### src/hdl/pid_controller_clamped_defines.svh
// ----------------------------------------------------------------------------
// PID controller assertion macros
// Concurrent assertion wrappers that compile away in synthesis.
// ----------------------------------------------------------------------------
`ifndef PID_CONTROLLER_CLAMPED_DEFINES_SVH
`define PID_CONTROLLER_CLAMPED_DEFINES_SVH

`ifndef SYNTHESIS
`define PIDC_ASSERT(lbl, clk, rst_n, prop) \
  lbl: assert property (@(posedge clk) disable iff (!rst_n) prop) \
    else $error("pidc assertion failed");
`define PIDC_ASSERT_NEVER(lbl, clk, rst_n, expr) \
  lbl: assert property (@(posedge clk) disable iff (!rst_n) !(expr)) \
    else $error("pidc forbidden condition");
`else
`define PIDC_ASSERT(lbl, clk, rst_n, prop)
`define PIDC_ASSERT_NEVER(lbl, clk, rst_n, expr)
`endif

`endif

### src/hdl/pidc_pkg.sv
// ----------------------------------------------------------------------------
// PID controller package
// Widths, register map, reset values and the configuration bundle.
// ----------------------------------------------------------------------------
package pidc_pkg;

  localparam int TEMP_W  = 16;
  localparam int GAIN_W  = 24;
  localparam int LIM_W   = 20;
  localparam int ERR_W   = TEMP_W + 1;
  localparam int SUM_W   = 22;
  localparam int DIFF_W  = ERR_W + 1;
  localparam int PP_W    = GAIN_W + ERR_W;
  localparam int PI_W    = GAIN_W + SUM_W;
  localparam int PD_W    = GAIN_W + DIFF_W;
  localparam int ACC_W   = PI_W + 2;
  localparam int DATA_W  = 32;
  localparam int ADDR_W  = 5;
  localparam int IDX_W   = 3;

  localparam logic [GAIN_W-1:0] GAIN_P_RST    = 24'd65536;
  localparam logic [GAIN_W-1:0] GAIN_I_RST    = 24'd197;
  localparam logic [GAIN_W-1:0] GAIN_D_RST    = 24'd0;
  localparam logic [TEMP_W-1:0] DRIVE_MIN_RST = 16'd0;
  localparam logic [TEMP_W-1:0] DRIVE_MAX_RST = 16'd25600;
  localparam logic [LIM_W-1:0]  INT_LIM_RST   = 20'd51200;

  typedef enum logic [IDX_W-1:0] {
    REG_GAIN_P    = 3'd0,
    REG_GAIN_I    = 3'd1,
    REG_GAIN_D    = 3'd2,
    REG_DRIVE_MIN = 3'd3,
    REG_DRIVE_MAX = 3'd4,
    REG_INT_LIM   = 3'd5
  } pidc_reg_e;

  typedef struct packed {
    logic signed [GAIN_W-1:0] gain_p;
    logic signed [GAIN_W-1:0] gain_i;
    logic signed [GAIN_W-1:0] gain_d;
    logic signed [TEMP_W-1:0] drive_min;
    logic signed [TEMP_W-1:0] drive_max;
    logic        [LIM_W-1:0]  integral_limit;
  } pidc_cfg_t;

endpackage

### src/hdl/pid_controller_clamped.sv
// ----------------------------------------------------------------------------
// Clamped positional PID controller
// Each input word (setpoint, measurement, signed Q8.8) yields one drive word
// (signed Q8.8) through a pipeline of an input register, the error and
// clamped-integral stage, three registered 24-bit gain products, the product
// sum, and the shift and drive clamp. A new word is taken every cycle unless
// an output stall backs up a full pipeline; the rate is set by the integral
// feedback, whose add and clamp are combinational. Gains are signed with
// GAIN_FRAC_BITS fraction bits, the integral is clamped to plus or minus
// integral_limit, and drive_min wins over drive_max if the two cross.
// Registers sit on the APB port at byte addresses 0x00 to 0x14 and are to be
// written only while no word is in flight.
// ----------------------------------------------------------------------------
`include "pid_controller_clamped_defines.svh"

module pid_controller_clamped import pidc_pkg::*; #(
  parameter int GAIN_FRAC_BITS = 16
) (
  input  logic                     clk_i,
  input  logic                     rst_ni,
  input  logic                     in_valid_i,
  output logic                     in_stall_o,
  input  logic signed [TEMP_W-1:0] target_temp_i,
  input  logic signed [TEMP_W-1:0] measured_temp_i,
  output logic                     out_valid_o,
  input  logic                     out_stall_i,
  output logic signed [TEMP_W-1:0] drive_o,
  input  logic                     psel,
  input  logic                     penable,
  input  logic                     pwrite,
  input  logic [ADDR_W-1:0]        paddr,
  input  logic [DATA_W-1:0]        pwdata,
  output logic [DATA_W-1:0]        prdata,
  output logic                     pready
);

  localparam int NSTG = 5;

  pidc_cfg_t                cfg;
  logic [NSTG-1:0]          vld_d;
  logic [NSTG-1:0]          vld_q;
  logic [NSTG:0]            rdy;
  logic [NSTG-1:0]          prv;
  logic [NSTG-1:0]          ld;
  logic signed [TEMP_W-1:0] tgt_q;
  logic signed [TEMP_W-1:0] meas_q;
  logic signed [ERR_W-1:0]  err;
  logic signed [SUM_W-1:0]  sum;
  logic signed [DIFF_W-1:0] diff;
  logic signed [PP_W-1:0]   prod_p;
  logic signed [PI_W-1:0]   prod_i;
  logic signed [PD_W-1:0]   prod_d;

  assign prv = {vld_q[NSTG-2:0], in_valid_i};

  always_comb begin
    rdy[NSTG] = ~out_stall_i;
    for (int k = NSTG - 1; k >= 0; k--) begin
      rdy[k] = ~vld_q[k] | rdy[k+1];
    end
  end

  assign ld    = rdy[NSTG-1:0] & prv;
  assign vld_d = (rdy[NSTG-1:0] & prv) | (~rdy[NSTG-1:0] & vld_q);

  always_ff @(posedge clk_i or negedge rst_ni) begin
    if (!rst_ni) begin
      vld_q <= '0;
    end else begin
      vld_q <= vld_d;
    end
  end

  always_ff @(posedge clk_i) begin
    if (ld[0]) begin
      tgt_q  <= target_temp_i;
      meas_q <= measured_temp_i;
    end
  end

  assign in_stall_o  = ~rdy[0];
  assign out_valid_o = vld_q[NSTG-1];

  pidc_cfg u_cfg (
    .clk_i   (clk_i),
    .rst_ni  (rst_ni),
    .psel    (psel),
    .penable (penable),
    .pwrite  (pwrite),
    .paddr   (paddr),
    .pwdata  (pwdata),
    .prdata  (prdata),
    .pready  (pready),
    .cfg_o   (cfg)
  );

  pidc_err u_err (
    .clk_i            (clk_i),
    .rst_ni           (rst_ni),
    .ld_i             (ld[1]),
    .target_temp_i    (tgt_q),
    .measured_temp_i  (meas_q),
    .integral_limit_i (cfg.integral_limit),
    .err_o            (err),
    .sum_o            (sum),
    .diff_o           (diff)
  );

  pidc_mul u_mul (
    .clk_i    (clk_i),
    .ld_i     (ld[2]),
    .cfg_i    (cfg),
    .err_i    (err),
    .sum_i    (sum),
    .diff_i   (diff),
    .prod_p_o (prod_p),
    .prod_i_o (prod_i),
    .prod_d_o (prod_d)
  );

  pidc_clamp #(
    .GAIN_FRAC_BITS (GAIN_FRAC_BITS)
  ) u_clamp (
    .clk_i    (clk_i),
    .rst_ni   (rst_ni),
    .ld_acc_i (ld[3]),
    .ld_out_i (ld[4]),
    .cfg_i    (cfg),
    .prod_p_i (prod_p),
    .prod_i_i (prod_i),
    .prod_d_i (prod_d),
    .drive_o  (drive_o)
  );

  `PIDC_ASSERT_NEVER(a_stall_only_full, clk_i, rst_ni, in_stall_o && (vld_q != '1))

endmodule

### src/hdl/pidc_cfg.sv
// ----------------------------------------------------------------------------
// PID controller register file
// APB write and read access to the gains, drive clamps and integral limit.
// ----------------------------------------------------------------------------
module pidc_cfg import pidc_pkg::*; (
  input  logic              clk_i,
  input  logic              rst_ni,
  input  logic              psel,
  input  logic              penable,
  input  logic              pwrite,
  input  logic [ADDR_W-1:0] paddr,
  input  logic [DATA_W-1:0] pwdata,
  output logic [DATA_W-1:0] prdata,
  output logic              pready,
  output pidc_cfg_t         cfg_o
);

  pidc_cfg_t cfg_q;
  pidc_reg_e idx;
  logic      wr_en;

  assign idx    = pidc_reg_e'(paddr[ADDR_W-1:2]);
  assign wr_en  = psel & penable & pwrite;
  assign pready = 1'b1;
  assign cfg_o  = cfg_q;

  always_ff @(posedge clk_i or negedge rst_ni) begin
    if (!rst_ni) begin
      cfg_q.gain_p         <= GAIN_P_RST;
      cfg_q.gain_i         <= GAIN_I_RST;
      cfg_q.gain_d         <= GAIN_D_RST;
      cfg_q.drive_min      <= DRIVE_MIN_RST;
      cfg_q.drive_max      <= DRIVE_MAX_RST;
      cfg_q.integral_limit <= INT_LIM_RST;
    end else if (wr_en) begin
      unique case (idx)
        REG_GAIN_P:    cfg_q.gain_p         <= pwdata[GAIN_W-1:0];
        REG_GAIN_I:    cfg_q.gain_i         <= pwdata[GAIN_W-1:0];
        REG_GAIN_D:    cfg_q.gain_d         <= pwdata[GAIN_W-1:0];
        REG_DRIVE_MIN: cfg_q.drive_min      <= pwdata[TEMP_W-1:0];
        REG_DRIVE_MAX: cfg_q.drive_max      <= pwdata[TEMP_W-1:0];
        REG_INT_LIM:   cfg_q.integral_limit <= pwdata[LIM_W-1:0];
        default: begin
        end
      endcase
    end
  end

  always_comb begin
    unique case (idx)
      REG_GAIN_P:    prdata = DATA_W'(unsigned'(cfg_q.gain_p));
      REG_GAIN_I:    prdata = DATA_W'(unsigned'(cfg_q.gain_i));
      REG_GAIN_D:    prdata = DATA_W'(unsigned'(cfg_q.gain_d));
      REG_DRIVE_MIN: prdata = DATA_W'(unsigned'(cfg_q.drive_min));
      REG_DRIVE_MAX: prdata = DATA_W'(unsigned'(cfg_q.drive_max));
      REG_INT_LIM:   prdata = DATA_W'(cfg_q.integral_limit);
      default:       prdata = '0;
    endcase
  end

endmodule

### src/hdl/pidc_err.sv
// ----------------------------------------------------------------------------
// PID controller error stage
// Forms the error, updates the clamped integral and the error difference.
// ----------------------------------------------------------------------------
`include "pid_controller_clamped_defines.svh"

module pidc_err import pidc_pkg::*; (
  input  logic                     clk_i,
  input  logic                     rst_ni,
  input  logic                     ld_i,
  input  logic signed [TEMP_W-1:0] target_temp_i,
  input  logic signed [TEMP_W-1:0] measured_temp_i,
  input  logic        [LIM_W-1:0]  integral_limit_i,
  output logic signed [ERR_W-1:0]  err_o,
  output logic signed [SUM_W-1:0]  sum_o,
  output logic signed [DIFF_W-1:0] diff_o
);

  logic signed [ERR_W-1:0]  err_d;
  logic signed [ERR_W-1:0]  last_error_q;
  logic signed [SUM_W-1:0]  sum_raw;
  logic signed [SUM_W-1:0]  lim_pos;
  logic signed [SUM_W-1:0]  lim_neg;
  logic signed [SUM_W-1:0]  error_sum_d;
  logic signed [SUM_W-1:0]  error_sum_q;
  logic signed [DIFF_W-1:0] diff_d;
  logic signed [DIFF_W-1:0] diff_q;

  assign err_d   = ERR_W'(target_temp_i) - ERR_W'(measured_temp_i);
  assign sum_raw = error_sum_q + SUM_W'(err_d);
  assign lim_pos = $signed(SUM_W'(integral_limit_i));
  assign lim_neg = -lim_pos;
  assign diff_d  = DIFF_W'(err_d) - DIFF_W'(last_error_q);

  always_comb begin
    priority if (sum_raw > lim_pos) begin
      error_sum_d = lim_pos;
    end else if (sum_raw < lim_neg) begin
      error_sum_d = lim_neg;
    end else begin
      error_sum_d = sum_raw;
    end
  end

  always_ff @(posedge clk_i or negedge rst_ni) begin
    if (!rst_ni) begin
      error_sum_q  <= '0;
      last_error_q <= '0;
    end else if (ld_i) begin
      error_sum_q  <= error_sum_d;
      last_error_q <= err_d;
    end
  end

  always_ff @(posedge clk_i) begin
    if (ld_i) begin
      diff_q <= diff_d;
    end
  end

  // The state registers hold the values of the word sitting in this stage.
  assign err_o  = last_error_q;
  assign sum_o  = error_sum_q;
  assign diff_o = diff_q;

  `PIDC_ASSERT(a_sum_in_limit, clk_i, rst_ni,
    ld_i |=> (error_sum_q <= lim_pos) && (error_sum_q >= lim_neg))
  `PIDC_ASSERT(a_diff_tracks, clk_i, rst_ni,
    ld_i |=> diff_q == (DIFF_W'(last_error_q) - DIFF_W'($past(last_error_q))))

endmodule

### src/hdl/pidc_mul.sv
// ----------------------------------------------------------------------------
// PID controller multiplier stage
// Three parallel gain products, each registered.
// ----------------------------------------------------------------------------
module pidc_mul import pidc_pkg::*; (
  input  logic                     clk_i,
  input  logic                     ld_i,
  input  pidc_cfg_t                cfg_i,
  input  logic signed [ERR_W-1:0]  err_i,
  input  logic signed [SUM_W-1:0]  sum_i,
  input  logic signed [DIFF_W-1:0] diff_i,
  output logic signed [PP_W-1:0]   prod_p_o,
  output logic signed [PI_W-1:0]   prod_i_o,
  output logic signed [PD_W-1:0]   prod_d_o
);

  logic signed [PP_W-1:0] prod_p_d;
  logic signed [PI_W-1:0] prod_i_d;
  logic signed [PD_W-1:0] prod_d_d;
  logic signed [PP_W-1:0] prod_p_q;
  logic signed [PI_W-1:0] prod_i_q;
  logic signed [PD_W-1:0] prod_d_q;

  assign prod_p_d = PP_W'($signed(cfg_i.gain_p)) * PP_W'(err_i);
  assign prod_i_d = PI_W'($signed(cfg_i.gain_i)) * PI_W'(sum_i);
  assign prod_d_d = PD_W'($signed(cfg_i.gain_d)) * PD_W'(diff_i);

  always_ff @(posedge clk_i) begin
    if (ld_i) begin
      prod_p_q <= prod_p_d;
      prod_i_q <= prod_i_d;
      prod_d_q <= prod_d_d;
    end
  end

  assign prod_p_o = prod_p_q;
  assign prod_i_o = prod_i_q;
  assign prod_d_o = prod_d_q;

endmodule

### src/hdl/pidc_clamp.sv
// ----------------------------------------------------------------------------
// PID controller output stage
// Sums the products, drops the gain fraction and clamps the drive.
// ----------------------------------------------------------------------------
`include "pid_controller_clamped_defines.svh"

module pidc_clamp import pidc_pkg::*; #(
  parameter int GAIN_FRAC_BITS = 16
) (
  input  logic                     clk_i,
  input  logic                     rst_ni,
  input  logic                     ld_acc_i,
  input  logic                     ld_out_i,
  input  pidc_cfg_t                cfg_i,
  input  logic signed [PP_W-1:0]   prod_p_i,
  input  logic signed [PI_W-1:0]   prod_i_i,
  input  logic signed [PD_W-1:0]   prod_d_i,
  output logic signed [TEMP_W-1:0] drive_o
);

  logic signed [ACC_W-1:0]  acc_d;
  logic signed [ACC_W-1:0]  acc_q;
  logic signed [ACC_W-1:0]  shifted;
  logic signed [ACC_W-1:0]  lo;
  logic signed [ACC_W-1:0]  hi;
  logic signed [ACC_W-1:0]  y_hi;
  logic signed [ACC_W-1:0]  y_lo;
  logic signed [TEMP_W-1:0] drive_q;

  assign acc_d   = ACC_W'(prod_p_i) + ACC_W'(prod_i_i) + ACC_W'(prod_d_i);
  assign shifted = acc_q >>> GAIN_FRAC_BITS;
  assign lo      = ACC_W'(cfg_i.drive_min);
  assign hi      = ACC_W'(cfg_i.drive_max);
  assign y_hi    = (shifted > hi) ? hi : shifted;
  assign y_lo    = (y_hi < lo) ? lo : y_hi;

  always_ff @(posedge clk_i) begin
    if (ld_acc_i) begin
      acc_q <= acc_d;
    end
    if (ld_out_i) begin
      drive_q <= y_lo[TEMP_W-1:0];
    end
  end

  assign drive_o = drive_q;

  `PIDC_ASSERT(a_drive_in_range, clk_i, rst_ni,
    ld_out_i && (lo <= hi) |=> (ACC_W'(drive_o) >= lo) && (ACC_W'(drive_o) <= hi))

endmodule

### config.mk
export PLATFORM = sky130hd
export DESIGN_NAME = pid_controller_clamped
export DESIGN_NICKNAME = d
export VERILOG_FILES = /design/src/hdl/pidc_pkg.sv /design/src/hdl/pid_controller_clamped.sv /design/src/hdl/pidc_cfg.sv /design/src/hdl/pidc_err.sv /design/src/hdl/pidc_mul.sv /design/src/hdl/pidc_clamp.sv
export VERILOG_INCLUDE_DIRS = /design/src /design/src/hdl
export SDC_FILE = /design/constraint.sdc
export NUM_CORES = 2
export LEC_CHECK = 0
export ABC_AREA = 1
export BUFFER_PORTS_ARGS = -buffer_cell sky130_fd_sc_hd__buf_2
export CAP_MARGIN = 20
export CORE_ASPECT_RATIO = 0.7
export CORE_MARGIN = 2
export CORE_UTILIZATION = 50
export CTS_CLUSTER_DIAMETER = 50
export DETAILED_ROUTE_END_ITERATION = 8
export PLACE_DENSITY_LB_ADDON = 0.12
export SLEW_MARGIN = 25
export SYNTH_ARGS = -nofsm -noshare
export SYNTH_HDL_FRONTEND = slang
export SYNTH_HIERARCHICAL = 1
export SYNTH_SLANG_ARGS = --single-unit
### constraint.sdc
create_clock -name clk_i -period 9.2 [get_ports clk_i]
set_input_delay 0 -clock clk_i [delete_from_list [all_inputs] [get_ports clk_i]]
set_output_delay 0 -clock clk_i [all_outputs]
set_load 0.02 [all_outputs]
== Yosys cells after proc, flatten, opt, wreduce, memory -nomap -nowiden ==
Cells that the tools add are included.

* Output and inout bits: 51
* Bits in registers: 411
* Bits of input ports: 76
* Logic and storage cells: 65

* Bitwise gates (word level): 18
* Reduce and logical (&&, ||, !) cells: 7
* Magnitude comparators: 4
* Equal/unequal tests: 5
* Multiplexer cells: 5
* Add/sub/neg operators: 6
* $mul: 3

{| class="wikitable"
|+ Operators by type and width
! cell !! count
|-
| one-hot mux 24 bit (6 select lines) || 1
|-
| adder 47 x 42 -> 48 bit || 1
|-
| < comparator 48 x 16 -> 1 bit || 1
|-
| two-way mux 48 bit || 1
|-
| adder 41 x 46 -> 47 bit || 1
|-
| multiplier 24 x 22 -> 46 bit || 1
|-
| two-way mux 22 bit || 2
|-
| multiplier 24 x 18 -> 42 bit || 1
|-
| multiplier 24 x 17 -> 41 bit || 1
|-
| greater-than comparator 32 x 16 -> 1 bit || 1
|-
| adder 22 x 17 -> 22 bit || 1
|-
| greater-than comparator 22 x 21 -> 1 bit || 1
|-
| < comparator 22 bit || 1
|-
| negator 20 -> 22 bit || 1
|-
| subtractor 17 x 17 -> 18 bit || 1
|-
| subtractor 16 x 16 -> 17 bit || 1
|-
| two-way mux 16 bit || 1
|-
| AND reduction 2 bit || 6
|-
| AND 5 bit || 2
|-
| NOT 1 bit || 7
|-
| equality test 3 x 2 -> 1 bit, second input constant || 2
|-
| equality test 3 bit, second input constant || 2
|-
| NOT 5 bit || 1
|-
| OR 1 bit || 5
|-
| other kinds (4) || 5
|}

== Logic depth before layout (Yosys ltp) ==
* Depth after elaboration: 9
* Mapped depth: 39
* Gate-level depth less buffers: 37

== By module ==
Netlist, hierarchy kept.

{| class="wikitable"
|+ Modules (own cells, without submodules)
! module !! area an instance (µm²) !! cells each !! seq. area each (µm²) !! times used
|-
| pidc_mul || 56741.9 || 7114 || 3873.7 || 1
|-
| pidc_clamp || 6959.2 || 897 || 1441.4 || 1
|-
| pidc_err || 6780.3 || 981 || 1516.5 || 1
|-
| pidc_cfg || 6168.4 || 794 || 3116.7 || 1
|-
| pid_controller_clamped || 1206.2 || 62 || 1086.0 || 1
|}

== Worst setup path before layout ==
No wires, ideal clock.

* Path kind: register to register
* Start: reg (tool-made name)
* End: reg u_mul.prod_d_q[0] (netlist: u_mul/prod_d_o[0]) (enable)
* Stages on the path, launching flop included: 6
* Path slack: 2.440 ns
* Data required time: 8.579 ns
* Arrival time: 6.138 ns
* Buffers on the path: 0
* Period minus slack after synthesis: 6.760 ns
* Setup time: 0.621 ns
* Cells stage by stage: dfrtp_1 > nand2_2 > inv_2 > nand2_2 > nor2_4 > nor2_1

{| class="wikitable"
|+ RTL lines
! item !! RTL line !! text
|-
| to (signal assigned) || pidc_mul.sv:32 || <nowiki>prod_d_q <= prod_d_d;</nowiki>
|-
| to (decl) || pidc_mul.sv:22 || <nowiki>logic signed [PD_W-1:0] prod_d_q;</nowiki>
|}

== Worst setup path after layout ==
* Start: reg u_err.error_sum_q[8] (netlist: u_err/sum_o[8])
* End: reg u_mul.prod_i_q[38] (netlist: u_mul/prod_i_o[38]), data pin

* Cells in the longest elaborated chain, start to end: 1

{| class="wikitable"
|+ Ends and longest elaborated chain
! item !! RTL line !! text
|-
| from (decl) || pidc_err.sv:25 || <nowiki>logic signed [SUM_W-1:0] error_sum_q;</nowiki>
|-
| from (signal assigned) || pidc_err.sv:50 || <nowiki>error_sum_q <= error_sum_d;</nowiki>
|-
| multiplier 24 x 22 -> 46 bit || pidc_mul.sv:25 || <nowiki>assign prod_i_d = PI_W'($signed(cfg_i.gain_i)) * PI_W'(sum_i);</nowiki>
|-
| named net u_mul.prod_i_d[38] || pidc_mul.sv:18 || <nowiki>logic signed [PI_W-1:0] prod_i_d;</nowiki>
|-
| to (signal assigned) || pidc_mul.sv:31 || <nowiki>prod_i_q <= prod_i_d;</nowiki>
|-
| to (decl) || pidc_mul.sv:21 || <nowiki>logic signed [PI_W-1:0] prod_i_q;</nowiki>
|}

The timed path passes the listed nets, and every way through them passes these cells.
A chain may end at the register's enable or synchronous reset.

==> out/metrics.cfg <==
[route]
drt_iter0_markers=6310
via_count=63492
first_pass_iters=6
ant_nets=0
remaining_drc_errors=0
drt-total-wl_um=255000
post_drt_wl_per_cell_um=21.2
post_drt_via_cell_ratio=5.29

[setup_path]
worst-path-buf-inv=4
crit_chain=buf_4 -> nand2_1 -> fa_1 -> inv_1 -> fa_1 -> fa_1 -> fa_1 -> fa_1 -> inv_1 -> fa_1 -> fa_1 -> inv_1 -> ha_1 -> nand2_1 -> nor2_1 -> nand2_1 -> nor2_1 -> nand3_1 -> nand4_1 -> nand2_1
reg2reg_depth=20
critPathLaunch=u_err/sum_o[8]
crit_slowest_cell=dfrtp_1
r2r_slack_ns=1.83
crit_required_ns=9.62
cp_common_cell=fa_1
worst-path-stages=20
worstReg2RegStart=u_err/sum_o[8]
timing.rr.end=u_mul/prod_i_o[38]
slowest_delay_ns=0.93
start_kind=flip-flop
end_kind=flip-flop
endpoint=u_mul/prod_i_o[38]
path_delay_family=adder cells
critPathKind=flip-flop to flip-flop
cp_max_fo=18
worstPathArrival_ns=7.79

[synthesis]
yosysMostFrequentCell=nand2_1
synth.area.top_cells=fa_1 36%, nand2_1 13%, inv_1 12%
yosysTopAreaCell=fa_1
avgSynthCellArea_um2=7.91
ys_ff_latch=395
synth_seq_area_share=0.142
async_flop_share=0.425
synth_warnings=6
synth_top_area_frac=0.364
syn_area_mm2=0.0779
synth_edf_count=227
synthFlopType=edfxtp_1
synth_commonest_cells=2784 x nand2_1, 2539 x inv_1, 1415 x fa_1
synthCells=9848
ys_types=67

[floorplanning]
ios=127
start_util=0.502
design.die.area_mm2=0.159
die_x_um=476
coreArea_mm2=0.155
std_cell_rows=121
fp.dieH_um=334

[clocking]
cts_tree=yes
clockBufferDepth=3
numCtsBuffers=54
cts_setup_buffers=0
cts.sinks=395
path_clk_slew_ns=0.06
root_buffer=clkbuf_16
cts.hold.buffers_added=61
clk_latency_ns=0.68
cts_resized=0
htreeDepth=2

[global_routing]
grt_max_degree=76
antenna_found_initial=11
grt_use_total=0.327
grt-ovfl-total=0
grt_pass1_vias=63793
grt_pass1_wl_um=391000

[placement]
dp_hpwl_um=211000
port_buffers=107
finalWeightedCongestion=0.977

[cells_and_area]
final_nets=11903
syn_to_final_growth_pct=6.80
final_layout_size_suffix_gt1_frac=0.0540

[job]
maxCapViolations=0

[timing]
finalSetupViolCount=0
finClkSkew_ns=0.0378
relSlewSlack=0.217
min_period_ns=7.37
hold_viol=0
holdWs_ns=0.0371
final.period_utilization=0.801
setup_tns_ns=0
grt_setup_unrepaired=no
max_freq_ghz=0.136
slew_viol_final=0
worst_slew_pin_slew_ns=1.17

[hold_path]
holdPathStages=2
hold_class=primary input to flip-flop

[run_status]
run_status=complete, no violations

## routing by layer
layer | vias up | GRT usage | part of all wire
li1 | 28919 | - | -
met1 | 31546 | 0.504 | 0.46
met2 | 2783 | 0.466 | 0.41
met3 | 240 | 0.0754 | 0.11
met4 | 4 | 0.0683 | 0.024
met5 | - | 0.00579 | 0.00054
## registers in the layout, indices dropped and copies added, names as in the netlist, 17 cells and up, named ones only
signal	flops
u_mul/prod_i_o	46
u_cfg/cfg_o	124
u_err/diff_o	18
u_err/err_o	17
u_mul/prod_d_o	42
u_mul/prod_p_o	41
u_clamp/acc_q	32
u_err/sum_o	22
## worst min-delay path by stage
stage | slack, ns | end | start
after CTS | 0.006 | tgt_q[0] | target_temp_i[0]
after global routing | 0.03 | meas_q[4] | measured_temp_i[4]
after global placement | 0.12 | u_cfg/cfg_o[86] | rst_ni
after detailed placement | 0.11 | u_cfg/cfg_o[86] | rst_ni
final | 0.04 | tgt_q[0] | target_temp_i[0]
after floorplan | -0.30 | async pin | rst_ni
## metrics by stage
step	util	setup slack (ns)	cells	area, µm²
6_report	0.536	1.83	12002	83200
5_1_grt	0.536	1.32	12000	83100
4_1_cts	0.536	1.83	11999	83100
3_5_place_dp	0.520	1.87	11837	80600
3_3_place_gp	0.520	1.94	11836	80600
2_1_floorplan	-	2.44	9855	77900
## final cells by class
type,instances,area [µm²]
diodes,3,7.51
clock buffers,68,1540
clock inverters,33,354
fillers,14894,71900
inverters,2565,9630
multi-input cells,6543,55800
flip-flops and latches,395,11000
well taps,2091,2620
repair buffers,304,2180
## kinds of logic (layout without fill, tap and decap cells)
kind of cell,count (synthesis),in the layout,share of synthesized area
compound gates,661,661,0.0463
xor+xnor,181,181,0.0205
fa+ha+maj,1964,1964,0.452
buf+inv,2917,2970,0.143
flops,395,395,0.142
other cells,2,12,0.0000965
simple gates,3728,3728,0.197
## placed cells by master, fill, tap and decap left out, types with 13 or more instances in the layout
| cell | synthesis | final |
|---|---|---|
| inv_2 | 25 | 27 |
| nand3_2 | 17 | 18 |
| nand2_2 | 29 | 30 |
| o21ai_1 | 20 | 20 |
| nand3_1 | 271 | 270 |
| dlygate4sd3_1 | 0 | 61 |
| nor3_1 | 35 | 35 |
| nand3b_1 | 14 | 14 |
| edfxtp_1 | 227 | 227 |
| nor2_1 | 358 | 355 |
| o21ai_0 | 276 | 276 |
| buf_2 | 28 | 106 |
| a21oi_1 | 247 | 246 |
| buf_4 | 20 | 135 |
| xnor2_1 | 47 | 47 |
| a21o_1 | 13 | 13 |
| inv_1 | 2539 | 2537 |
| nor2_2 | 20 | 21 |
| a31oi_1 | 25 | 25 |
| clkbuf_16 | 0 | 56 |
| xor2_1 | 133 | 133 |
| dfrtp_1 | 157 | 154 |
| nand4_1 | 111 | 111 |
| fa_1 | 1415 | 1414 |
| ha_1 | 549 | 549 |
| nand2_1 | 2784 | 2783 |
| or2_2 | 43 | 43 |
| o21bai_1 | 28 | 28 |
Power is not shown: default switching activity piles up to over one toggle a cycle in this logic, so the estimate is an artifact.
